==> src/hdl/lspc_fifo.sv <==
// Small register queue used between the front and back parts and on the
// result side. Depends on nothing.
module lspc_fifo #(
  parameter int WIDTH = 8,
  parameter int DEPTH = 2
) (
  input  logic             clk,
  input  logic             rst,
  input  logic             wr_en,
  input  logic [WIDTH-1:0] wr_data,
  input  logic             rd_en,
  output logic [WIDTH-1:0] rd_data,
  output logic             full,
  output logic             empty
);

  localparam int PW = (DEPTH > 1) ? $clog2(DEPTH) : 1;
  localparam int CW = $clog2(DEPTH + 1);

  logic [WIDTH-1:0] slots [0:DEPTH-1];
  logic [PW-1:0]    wr_ptr;
  logic [PW-1:0]    rd_ptr;
  logic [CW-1:0]    count;
  logic             do_wr;
  logic             do_rd;

  assign full    = (count == CW'(DEPTH));
  assign empty   = (count == '0);
  assign do_wr   = wr_en && !full;
  assign do_rd   = rd_en && !empty;
  assign rd_data = slots[rd_ptr];

  always_ff @(posedge clk) begin
    if (rst) begin
      wr_ptr <= '0;
      rd_ptr <= '0;
      count  <= '0;
    end else begin
      if (do_wr) begin
        wr_ptr <= (wr_ptr == PW'(DEPTH - 1)) ? '0 : wr_ptr + 1'b1;
      end
      if (do_rd) begin
        rd_ptr <= (rd_ptr == PW'(DEPTH - 1)) ? '0 : rd_ptr + 1'b1;
      end
      if (do_wr && !do_rd) begin
        count <= count + 1'b1;
      end else if (do_rd && !do_wr) begin
        count <= count - 1'b1;
      end
    end
  end

  always_ff @(posedge clk) begin
    if (do_wr) begin
      slots[wr_ptr] <= wr_data;
    end
  end

endmodule

==> config.mk <==
export PLATFORM = sky130hd
export DESIGN_NAME = lspc_fifo
export DESIGN_NICKNAME = d
export VERILOG_FILES = /design/src/hdl/lspc_fifo.sv
export SDC_FILE = /design/constraint.sdc
export NUM_CORES = 1
export LEC_CHECK = 0
export BUFFER_PORTS_ARGS = -buffer_cell sky130_fd_sc_hd__buf_2
export CAP_MARGIN = 20
export CORE_UTILIZATION = 48
export DETAILED_ROUTE_END_ITERATION = 7
export MAX_ROUTING_LAYER = met4
export PLACE_DENSITY = 0.84
export SETUP_SLACK_MARGIN = 0.05
export SLEW_MARGIN = 10
export SYNTH_ARGS = -nofsm -noshare
export SYNTH_HDL_FRONTEND = slang
export SYNTH_SLANG_ARGS = --single-unit
==> constraint.sdc <==
create_clock -name clk -period 2.2 [get_ports clk]
set_clock_uncertainty 0.15 [all_clocks]
set_input_delay 0.11 -clock clk [delete_from_list [all_inputs] [get_ports clk]]
set_output_delay 0.11 -clock clk [all_outputs]
set_load 0.1 [all_outputs]
**Yosys cells after proc, flatten, opt, wreduce, memory -nomap -nowiden**

Memories as Yosys holds them, arrays and structs flattened. A register that Yosys moved wholly into a read port is not among the register bits.
Index checks and enable logic that the tools add are counted.

- Register bits after elaboration: 4
- RAM bits: 16
- Output and inout port bits: 10
- Memories: 1

- Add/sub/neg operators: 4
- Equality and inequality tests: 1
- Muxes and demuxes: 8
- Reductions and logical operators: 10

Memories:

| memory | words | width | rd ports | clocked after Yosys merged registers in | write ports | line | source |
|---|---|---|---|---|---|---|---|
| slots | 2 | 8 | 1 | 1 | 1 | 20 | `logic [WIDTH-1:0] slots [0:DEPTH-1];` |

Operator list:

| operator | number |
|---|---|
| $mux 1 | 6 |
| $logic_and 1x1->1 | 4 |
| $logic_not 1->1 | 4 |
| $mux 2 | 2 |
| $add 1x1->1 const B | 2 |
| $add 2x1->2 const B | 1 |
| $eq 2x2->1 const B | 1 |
| $logic_not 2->1 | 1 |
| $reduce_bool 2->1 | 1 |
| $sub 2x1->2 const B | 1 |

**Longest topological paths before layout**

- Depth after elaboration: 7
- Mapped depth: 6
- Mapped depth without buffers: 6

**Least setup slack after synthesis**

OpenSTA, ideal clock, no wires.

- Path type: reg2reg
- Start: register count[1]
- End: register count[1]
- Setup time: 70 ps
- Data arrival time: 2,165 ps
- Setup slack: -185 ps
- Stages on the path, launching flop included: 6
- Period minus slack after synthesis: 2,385 ps
- Path through: dfxtp_1 nor2b_2 nor2_1 ha_1 or3_1 a21oi_1

- Cells in the longest elaborated chain, start to end: 6
- Elaborated cells between the ends (all ways): 15
- Classes of those cells: add/sub: 2; eq/ne: 1; mux: 2; reduce/logical: 10

Ends and longest elaborated chain:

| item | line | source |
|---|---|---|
| start: declaration | 23 | `logic [CW-1:0] count;` |
| start signal: assignment | 46 | `count <= count + 1'b1;` |
| start signal: assignment | 48 | `count <= count - 1'b1;` |
| $eq 2x2->1 (*) | 27 | `assign full = (count == CW'(DEPTH));` |
| via full | 13 | `output logic full,` |
| $logic_not 1->1 (*) | 29 | `assign do_wr = wr_en && !full;` |
| $logic_and 1x1->1 (*) | 29 |  |
| $logic_not 1->1 | 47 | `end else if (do_rd && !do_wr) begin` |
| $logic_and 1x1->1 | 47 |  |
| $reduce_bool 2->1 (no source line) | -- |  |

The timed path passes the listed nets; every way through them passes the cells marked *. The select of a mux whose other input is x is not followed.
A chain may end at the register's enable or synchronous reset.

==> impl_metrics.csv <==
group,metric,value,unit
timing,fin_tns_setup,0,ns
cts,hold_buffers,9,
setup_path,end_kind,"primary output",
synthesis,yosys.area_share.simple,5.836,%
setup_path,rrSetupSlack,0.45,ns
setup_path,cp-start-kind,"register",
timing,holdWs,0.04445,ns
grt,gr-total-overflow,0,
setup_path,r2r_cells,4,
floorplanning,design.die.area,1819,µm²
placement,gp_congestion,0.6261,
grt,grt.met3_usage,2.553,%
synthesis,synthTopCellsByArea,"edfxtp_1, dfxtp_1, mux2_2, xor2_1, nor2_1",
setup_path,path_class,"reg -> out",
synthesis,synth_nets,63,
synthesis,ys_seq_area_share,73.19,%
setup_path,r2r_start,"count[0]$_SDFFE_PP0P_",
synthesis,synth_compound_area_share,3.155,%
min_path,hold_path.class,"in -> reg",
cts,cts_made_buffers,3,
timing,fmax,559.4,MHz
synthesis,synth.cell_area,793.3,µm²
cts,cts_root_buf,"clkbuf_4",
placement,port-buffer-count,21,
timing,min_period_over_period,81.26,%
detailed_routing,wl,1.410,mm
grt,antenna_found_initial,0,
grt,grt-busiest-layer,"met2",
cts,clkLatencyLatePin,0.30,ns
placement,place_area,918.4,µm²
synthesis,synth-xor-area-share,3.312,%
timing,worstMarginPinSlew,0.4932,ns
finish,final_util,67.98,%
cts,cts.clk_slew.worst_paths,0.11,ns
synthesis,synth_top_area_share,60.57,%
cts,clkSinkCount,21,
grt,grtUsageMet1,18.84,%
cts,cts_resized,0,
grt,grt_max_degree,13,
timing,max_slew_margin,67.35,%
setup_path,crit_arrival,1.53,ns
floorplanning,rows,14,
finish,n_fill_cell,115,
synthesis,synth_mux_area_share,11.36,%
finish,drive_gt1_share,40.96,%
floorplanning,die_x,42.65,µm
detailed_routing,drtIter0Drc,12,
setup_path,endpoint,"rd_data[2]",
floorplanning,io_pins,22,
run,max_cap_viol_count,0,
detailed_routing,vias_per_cell,5.141,
detailed_routing,postRouteAntennaNets,0,
floorplanning,initial_core_util,52.05,%
cts,cts_tree,"done",
setup_path,r2r_end,"count[1]$_SDFFE_PP0P_",
synthesis,synth_top_family_by_area,"multiplexers",
grt,grt_pass1_vias,549,
outcome,status,"complete, no violations",
synthesis,synth.distinct_cells,13,
setup_path,cp_max_fo,8,
finish,area_growth,30.60,%
cts,clockBufferDepth,2,
grt,grt_use_met2,32.12,%
floorplanning,coreArea,1524,µm²
setup_path,required,1.94,ns
synthesis,synth_cells,50,
detailed_routing,drc,0,
timing,finalMaxSlewViolations,0,
detailed_routing,routedWlPerCell,14.24,µm
finish,fin_area,1036,µm²
cts,post_cts_buffers,0,
synthesis,synthAdderAreaFrac,1.577,%
timing,rsz0062_at_grt,"false",
finish,multi_input_area,205.2,µm²
timing,finalHoldViolations,0,
synthesis,synth_area_per_cell,15.87,µm²
finish,num_antenna_cells,0,
timing,min_period,1.788,ns
synthesis,synth-seq-cells,21,
cts,h-tree-depth,1,
grt,track_usage,17.94,%
finish,seq_area,580.6,µm²
detailed_routing,first_pass_iters,4,
detailed_routing,num_vias,509,
grt,grt_pass1_wl,2.263,mm
synthesis,synth_top_area_cell,"edfxtp_1",
floorplanning,dieHeight,42.65,µm
finish,fin_nets,97,
synthesis,synth_warnings,0,
timing,setup_viol,0,
worst min path at each step:
stage | cells after the start | from | endpoint | slack [ns]
final | 4 | wr_en | wr_ptr$_SDFFE_PP0N_ | 0.04
after detailed placement | 1 | wr_data[2] | slots[1][2]$_DFFE_PP_ | 0.16
after CTS | 4 | wr_en | wr_ptr$_SDFFE_PP0N_ | 0.06
after global routing | 4 | wr_en | wr_ptr$_SDFFE_PP0N_ | 0.10
after floorplan | 1 | rst | count[1]$_SDFFE_PP0P_ | 0.03
after global placement | 1 | wr_data[1] | slots[0][1]$_DFFE_PP_ | 0.15
metal layers:
| layer | vias to the layer above | share of wire, % | routed length, µm |
|---|---|---|---|
| li1 | 246 | - | - |
| met1 | 238 | 40 | 564 |
| met2 | 23 | 54 | 759 |
| met3 | 2 | 5.2 | 73 |
| met4 | 0 | 0.85 | 12 |
| met5 | - | 0 | 0 |
cells in the mapped netlist (all sizes together):
| master | number |
|---|---|
| a21oi | 2 |
| inv | 2 |
| o21ai | 3 |
| mux2 | 8 |
| and2 | 1 |
| ha | 1 |
| xor2 | 3 |
| nor2 | 5 |
| dfxtp | 5 |
| or3 | 2 |
| buf | 1 |
| nor2b | 1 |
| edfxtp | 16 |
metrics by stage:
step | instances | setup slack [ns]
2_1_floorplan | 50 | 0.1567
3_3_place_gp | 86 | 0.5399
3_5_place_dp | 86 | 0.4524
4_1_cts | 99 | 0.4028
5_1_grt | 99 | 0.3022
6_report | 99 | 0.4123
area by class of cell:
cell class,instances,share of cell area (%)
sequential,21,56.04
multi-input combinational,26,19.81
timing repair buffer,30,18.84
clock buffer,3,2.174
tap,16,1.932
inverter,2,0.7246
clock inverter,1,0.4831
worst max-delay path, cell delays in order, from the launching register on:
cell	delay [ns]
dfxtp_1	0.55
mux2_2	0.38
buf_2	0.29
flip-flops by register name, summed over array words and instances (netlist names), named ones only:
register / count
wr_ptr: 1
slots: 16
rd_ptr: 1
count: 2
cell usage in the layout (no fill, tap or decap):
master / count
dlygate4sd3_1: 9
ha_1: 1
and2_1: 1
nor2b_4: 1
buf_2: 21
edfxtp_1: 16
xor2_1: 3
inv_1: 2
clkinv_2: 1
dfxtp_1: 5
a21oi_1: 2
clkbuf_4: 3
o21ai_0: 3
nor2_1: 5
or3_1: 2
mux2_2: 8
kinds of logic (layout without fill, tap and decap cells):
logic type | Yosys count | count (layout)
AOI/OAI and AO/OA | 5 | 5
xor gates and xnor gates | 3 | 3
adders and majority gates | 1 | 1
buffers and inverters | 3 | 36
DFF | 21 | 21
muxes | 8 | 8
and+or+nand+nor | 9 | 9
Power is left out: the tool's default activity adds up to more than one toggle a clock period on the data nets, which glitch-free logic cannot reach.
