$ cat src/hdl/lspc_pkg.sv
// Shared types and codes for the lattice species competition block.
// Depends on nothing; files that use it refer to it by scoped names.
package lspc_pkg;

  localparam logic [1:0] OP_WRITE   = 2'd0;
  localparam logic [1:0] OP_READ    = 2'd1;
  localparam logic [1:0] OP_ATTEMPT = 2'd2;

  localparam logic [1:0] DIR_NEXT_ROW = 2'd0;
  localparam logic [1:0] DIR_PREV_ROW = 2'd1;
  localparam logic [1:0] DIR_NEXT_COL = 2'd2;
  localparam logic [1:0] DIR_PREV_COL = 2'd3;

  localparam logic [2:0] ST_DONE     = 3'd0;
  localparam logic [2:0] ST_REJECT   = 3'd1;
  localparam logic [2:0] ST_MOVED    = 3'd2;
  localparam logic [2:0] ST_PREYED   = 3'd3;
  localparam logic [2:0] ST_REPRO    = 3'd4;
  localparam logic [2:0] ST_NOCHANGE = 3'd5;

  localparam logic [2:0] CELL_EMPTY = 3'd0;

  localparam int LIMIT_W  = 17;
  localparam int CHANCE_W = 16;

  typedef enum logic [1:0] {
    KIND_NOP     = 2'd0,
    KIND_WRITE   = 2'd1,
    KIND_READ    = 2'd2,
    KIND_ATTEMPT = 2'd3
  } kind_t;

  typedef struct packed {
    kind_t                kind;
    logic [2:0]           value;
    logic [CHANCE_W-1:0]  chance;
  } cmd_info_t;

  typedef struct packed {
    logic [2:0] status;
    logic [2:0] read_value;
    logic       counted;
  } result_t;

endpackage

$ cat src/hdl/lspc_front.sv
// Front part: classifies a request, checks its coordinates and works out
// the wrapped neighbour address. Depends on lspc_pkg.
module lspc_front #(
  parameter int ROWS = 256,
  parameter int COLS = 256
) (
  input  logic [1:0]              opcode,
  input  logic [7:0]              row,
  input  logic [7:0]              col,
  input  logic [2:0]              cell_value,
  input  logic [1:0]              direction,
  input  logic [15:0]             chance,
  output lspc_pkg::cmd_info_t     info,
  output logic [$clog2(ROWS)+$clog2(COLS)-1:0] a_addr,
  output logic [$clog2(ROWS)+$clog2(COLS)-1:0] p_addr
);

  localparam int RW = $clog2(ROWS);
  localparam int CW = $clog2(COLS);

  logic [RW+7:0] row_ext;
  logic [CW+7:0] col_ext;
  logic [RW-1:0] r;
  logic [CW-1:0] c;
  logic [RW-1:0] nr;
  logic [CW-1:0] nc;
  logic          in_range;

  assign row_ext  = {{RW{1'b0}}, row};
  assign col_ext  = {{CW{1'b0}}, col};
  assign r        = row_ext[RW-1:0];
  assign c        = col_ext[CW-1:0];
  assign in_range = (row_ext < (RW + 8)'(ROWS)) && (col_ext < (CW + 8)'(COLS));

  always_comb begin
    nr = r;
    nc = c;
    case (direction)
      lspc_pkg::DIR_NEXT_ROW: nr = ({1'b0, r} + 1'b1 == (RW + 1)'(ROWS)) ? '0 : r + 1'b1;
      lspc_pkg::DIR_PREV_ROW: nr = (r == '0) ? RW'(ROWS - 1) : r - 1'b1;
      lspc_pkg::DIR_NEXT_COL: nc = ({1'b0, c} + 1'b1 == (CW + 1)'(COLS)) ? '0 : c + 1'b1;
      default: nc = (c == '0) ? CW'(COLS - 1) : c - 1'b1;
    endcase
  end

  assign a_addr = {r, c};
  assign p_addr = {nr, nc};

  always_comb begin
    info.value  = cell_value;
    info.chance = chance;
    info.kind   = lspc_pkg::KIND_NOP;
    if (in_range) begin
      case (opcode)
        lspc_pkg::OP_WRITE:   info.kind = lspc_pkg::KIND_WRITE;
        lspc_pkg::OP_READ:    info.kind = lspc_pkg::KIND_READ;
        lspc_pkg::OP_ATTEMPT: info.kind = lspc_pkg::KIND_ATTEMPT;
        default:              info.kind = lspc_pkg::KIND_NOP;
      endcase
    end
  end

endmodule

$ cat config.mk
export PLATFORM = sky130hd
export DESIGN_NAME = lspc_front
export DESIGN_NICKNAME = d
export VERILOG_FILES = /design/src/hdl/lspc_pkg.sv /design/src/hdl/lspc_front.sv
export SDC_FILE = /design/constraint.sdc
export NUM_CORES = 1
export LEC_CHECK = 0
export ABC_CLOCK_PERIOD_IN_PS = 9700
export CORE_MARGIN = 3
export CORE_UTILIZATION = 60
export DETAILED_ROUTE_END_ITERATION = 8
export DONT_BUFFER_PORTS = 1
export GPL_TIMING_DRIVEN = 0
export PLACE_DENSITY_LB_ADDON = 0.05
export SYNTH_ARGS = -nofsm -noshare
export SYNTH_HDL_FRONTEND = slang
export SYNTH_SLANG_ARGS = --single-unit
$ cat constraint.sdc
create_clock -name vclk -period 9.7
set_clock_uncertainty 0.1 [all_clocks]
set_input_delay 2.91 -clock vclk [all_inputs]
set_output_delay 2.91 -clock vclk [all_outputs]
set_load 0.02 [all_outputs]
# Word-level counts from Yosys, hierarchy flattened
# Cells that the tools add are included.
# word_totals
reg_bits	0
latchBits	0
ram_bits	0
romBits	0
out_inout_bits	53
wordCells	28
mem_count	0
# classes
addsub	6
multipliers	0
div	0
order_cmp	2
eq_ne	6
shifts	0
n_mux	8
bitwise_logic	0
n_reduce_logical	6
# ops
operator	count
8-bit two-way mux	4
8-bit one-hot mux with 2 select lines	2
8-bit by 1-bit adder with 9-bit output (second input constant)	2
9-bit == test (second input constant)	2
8-bit by 9-bit < comparator with 1-bit output (second input constant)	2
8-bit by 1-bit adder with 8-bit output (second input constant)	2
8-bit zero test	2
8-bit by 1-bit subtractor with 8-bit output (second input constant)	2
2-bit one-hot mux with 3 select lines	1
2-bit by 1-bit == test with 1-bit output (second input constant)	2
2-bit == test (second input constant)	2
2-bit zero test	2
2-bit two-way mux	1
2-bit OR reduction	1
1-bit logical AND	1

# Logic depth before layout (Yosys ltp)
# depth
depth_word	4
ltp_mapped	7
ltp_nobuf	6

# Worst setup path after synthesis
# No wires, ideal clock.
# synth_path
path_kind	input port to output port
startpoint	in col[3]
endpoint	out p_addr[5]
t_arrival_ns	4.702
setup_slack_ns	1.988
path_stages	5
cell_sequence	buf_6 or4_4 o41ai_4 o22ai_1 a311oi_1
# synth_via
elab_chain_len	4
elab_cells_between_ends	8
classes_between	add/sub (3); eq/ne (1); mux (3); reduce/logical (1)
# synth_lines
item	line_no	source
start, declared	lspc_front.sv:9	input logic [7:0] col,
8-bit by 1-bit adder with 9-bit output	lspc_front.sv:41	lspc_pkg::DIR_NEXT_COL: nc = ({1'b0, c} + 1'b1 == (CW + 1)'(COLS)) ? '0 : c + 1'b1;
9-bit == test	lspc_front.sv:41	
8-bit two-way mux	lspc_front.sv:41	
8-bit one-hot mux with 2 select lines *	lspc_front.sv:38	case (direction)
end, declared	lspc_front.sv:15	output logic [$clog2(ROWS)+$clog2(COLS)-1:0] p_addr
# Every way passes the cells marked *; elsewhere a longest branch is shown, timed or not.

# Worst setup path in the final report
# Ends and elaborated chain as after synthesis.

==> summary.md <==
| Metric | Value |
|---|---|
| Die width | `50.72 um` |
| Synth Instances | `approximately 170` |
| Clock network fraction of design power | `0%` |
| WL final | `around 3200 um` |
| Mapped Nets | `~220` |
| Io pins | `slightly above 90` |
| Combinational power share | `100.0%` |
| Cell chain of the critical path | `buf_6, or4_4, o41ai_4, o22ai_1, a311oi_1` |
| Layout fillers | `~160` |
| Yosys top cell by area | `buf_4` |
| F_max | `~130 MHz` |
| Initial antenna violation count | `0` |
| Post-cts sizing count | `0` |
| Synth top cells by count | `buf_4, nor2_1, inv_1` |
| First-pass GRT wire length | `4795 um` |
| Total of max-cap violations | `0` |
| Worst Setup SP | `col[3]` |
| Gr usage total | `roughly 22%` |
| Hold path startpoint | `chance[4]` |
| Synth top area share | `21.90%` |
| Net Sw Frac | `roughly 60%` |
| DR DRC count | `0` |
| Starting Density | `66.60%` |
| Avg Cell Area, Syn | `just over 7 um2` |
| Max IR drop VDD | `0.00003206 V` |
| Final ANT Viol Nets | `0` |
| Netlist Area Pre-Place | `between 1000 and 1500 um2` |
| Final Cycle Share | `between 80 and 90%` |
| PD cells | `just over 50 nW/um2` |
| Fin. max-slew vios | `0` |
| Ys Warns | `0` |
| Fin Setup TNS | `0 ns` |
| CP max-delay cell | `a311oi_1` |
| Synth cell types | `52` |
| Hold Vio Cnt, Final | `0` |
| Hold WC Path Type | `in2out` |
| CP top delay family | `compound AO/OA/AOI/OAI gates` |
| Total power | `around 62 uW` |
| WL/cell | `roughly 16 um` |
| CTS Hold Bufs | `0` |
| Switch Pwr | `approximately 38 uW` |
| Count leader, synth | `buf_4` |
| Remaining global-route overflow | `0` |
| Post-CTS Setup Repair Bufs | `0` |
| Core footprint | `around 1800 um2` |
| Pin count of the biggest net entering global routing | `11` |
| Static leakage | `0.5426 nW` |
| Flop pwr share | `0%` |
| Inserted Diodes | `0` |
| Synth area leaders | `buf_4, ha_1, nor2_1` |
| P&R area growth vs syn | `2.607%` |
| Clock buffers | `0` |
| Startpoint Class | `primary input` |
| Critical Path RT | `about 6.7 ns` |
| Critical path buffers and inverters | `1` |
| Worst setup margin | `1.743 ns` |
| Detailed placement HPWL | `2522 um` |
| RSZ-0062 raised after global routing | `false` |
| Area taken by multi-input logic gates | `between 700 and 800 um2` |
| Worst-Margin Slew | `~0.84 ns` |
| Routed via count | `roughly 1200` |
| Count of input and output buffers | `0` |
| Vias per std cell | `6.381` |
| CP peak stage delay | `around 0.74 ns` |
| Critical Path Sink Type | `output pin` |
| Detailed Route Iter0 Violations | `39` |
| Arr. time, crit path | `slightly below 5 ns` |
| Run status | `completed` |
| Register Area | `0 um2` |
| Placer Congestion | `slightly below 0.9` |
| NumNets Final | `about 220` |
| FFs & Latches | `0` |
| CP Max Fanout | `9` |
| Ratio of cells with drive above 1 in the final layout | `31.36%` |
| Internal | `about 24 uW` |
| Seq/Total Area, Yosys | `0%` |
| Rows | `15` |
| Minimum clock period | `approximately 8.0 ns` |
| 1st-pass router iterations | `4` |
| Vias in the first global route | `around 1100` |
| Critical path type | `in2out` |
| Final setup vio count | `0` |
| Chip Height | `50.72 um` |
| Full die area | `roughly 2600 um2` |
| Place WS | `1.756 ns` |
| Max_slew headroom | `between 40% and 50%` |
[per-stage QoR]
stage,hold slack (ns),cells,utilization (%),instance area (um2)
6_report,5.834,194,68.33,1231
5_1_grt,5.835,194,68.33,1231
4_1_cts,5.834,194,68.33,1231
3_5_place_dp,5.834,194,68.33,1231
3_3_place_gp,5.835,194,68.33,1231
2_1_floorplan,5.833,169,-,1200
[logic make-up after synthesis]
logic type	count (synthesis)	synth area share [%]
AOI/OAI and AO/OA	41	26.80
xor gates and xnor gates	4	2.919
adders and majority gates	8	8.342
buffers and inverters	57	33.37
muxes	3	2.607
and+or+nand+nor	56	25.97
[path summary, 6_finish.rpt]
check | endpoint | slack, ns | cells after the start
max | p_addr[5] | 1.74 | 5
min | info[4] | 5.83 | 1
[power groups by stage]
| stage | clock network [mW] | logic (mW) | registers, mW |
|---|---|---|---|
| floorplan | 0 | 0.0556 | 0 |
| global placement | 0 | 0.0611 | 0 |
| detailed placement | 0 | 0.0619 | 0 |
| CTS | 0 | 0.0620 | 0 |
| global route | 0 | 0.0662 | 0 |
| finish | 0 | 0.0621 | 0 |
[area by class of cell]
type | instances | share of cell area [%]
plain buffers | 45 | 28.86
inverters | 12 | 3.659
multi-input cells | 112 | 64.94
well taps | 25 | 2.541
[cell usage in the layout, fill, tap and decap left out, drive strengths merged, types with 2 or more instances in the layout]
cell type  instances
buf               37
nor2              17
inv               12
ha                 8
clkbuf             8
a21oi              7
nand3              7
nand2              6
o21ai              4
o22ai              4
xor2               4
or3                4
and3               3
a311oi             3
nor3               3
nor3b              2
o2bb2ai            2
nand2b             2
mux2i              2
o311ai             2
o32ai              2
nand4b             2
a31oi              2
or4                2
o41ai              2
[routing by layer]
layer / part of all wire [%] / track usage (%)
met1: 38 / 27.89
met2: 51 / 43.04
met4: 0 / 0
met5: 0 / 0
met3: 11 / 2.374
No activity file was read; power rests on OpenSTA's default activity.
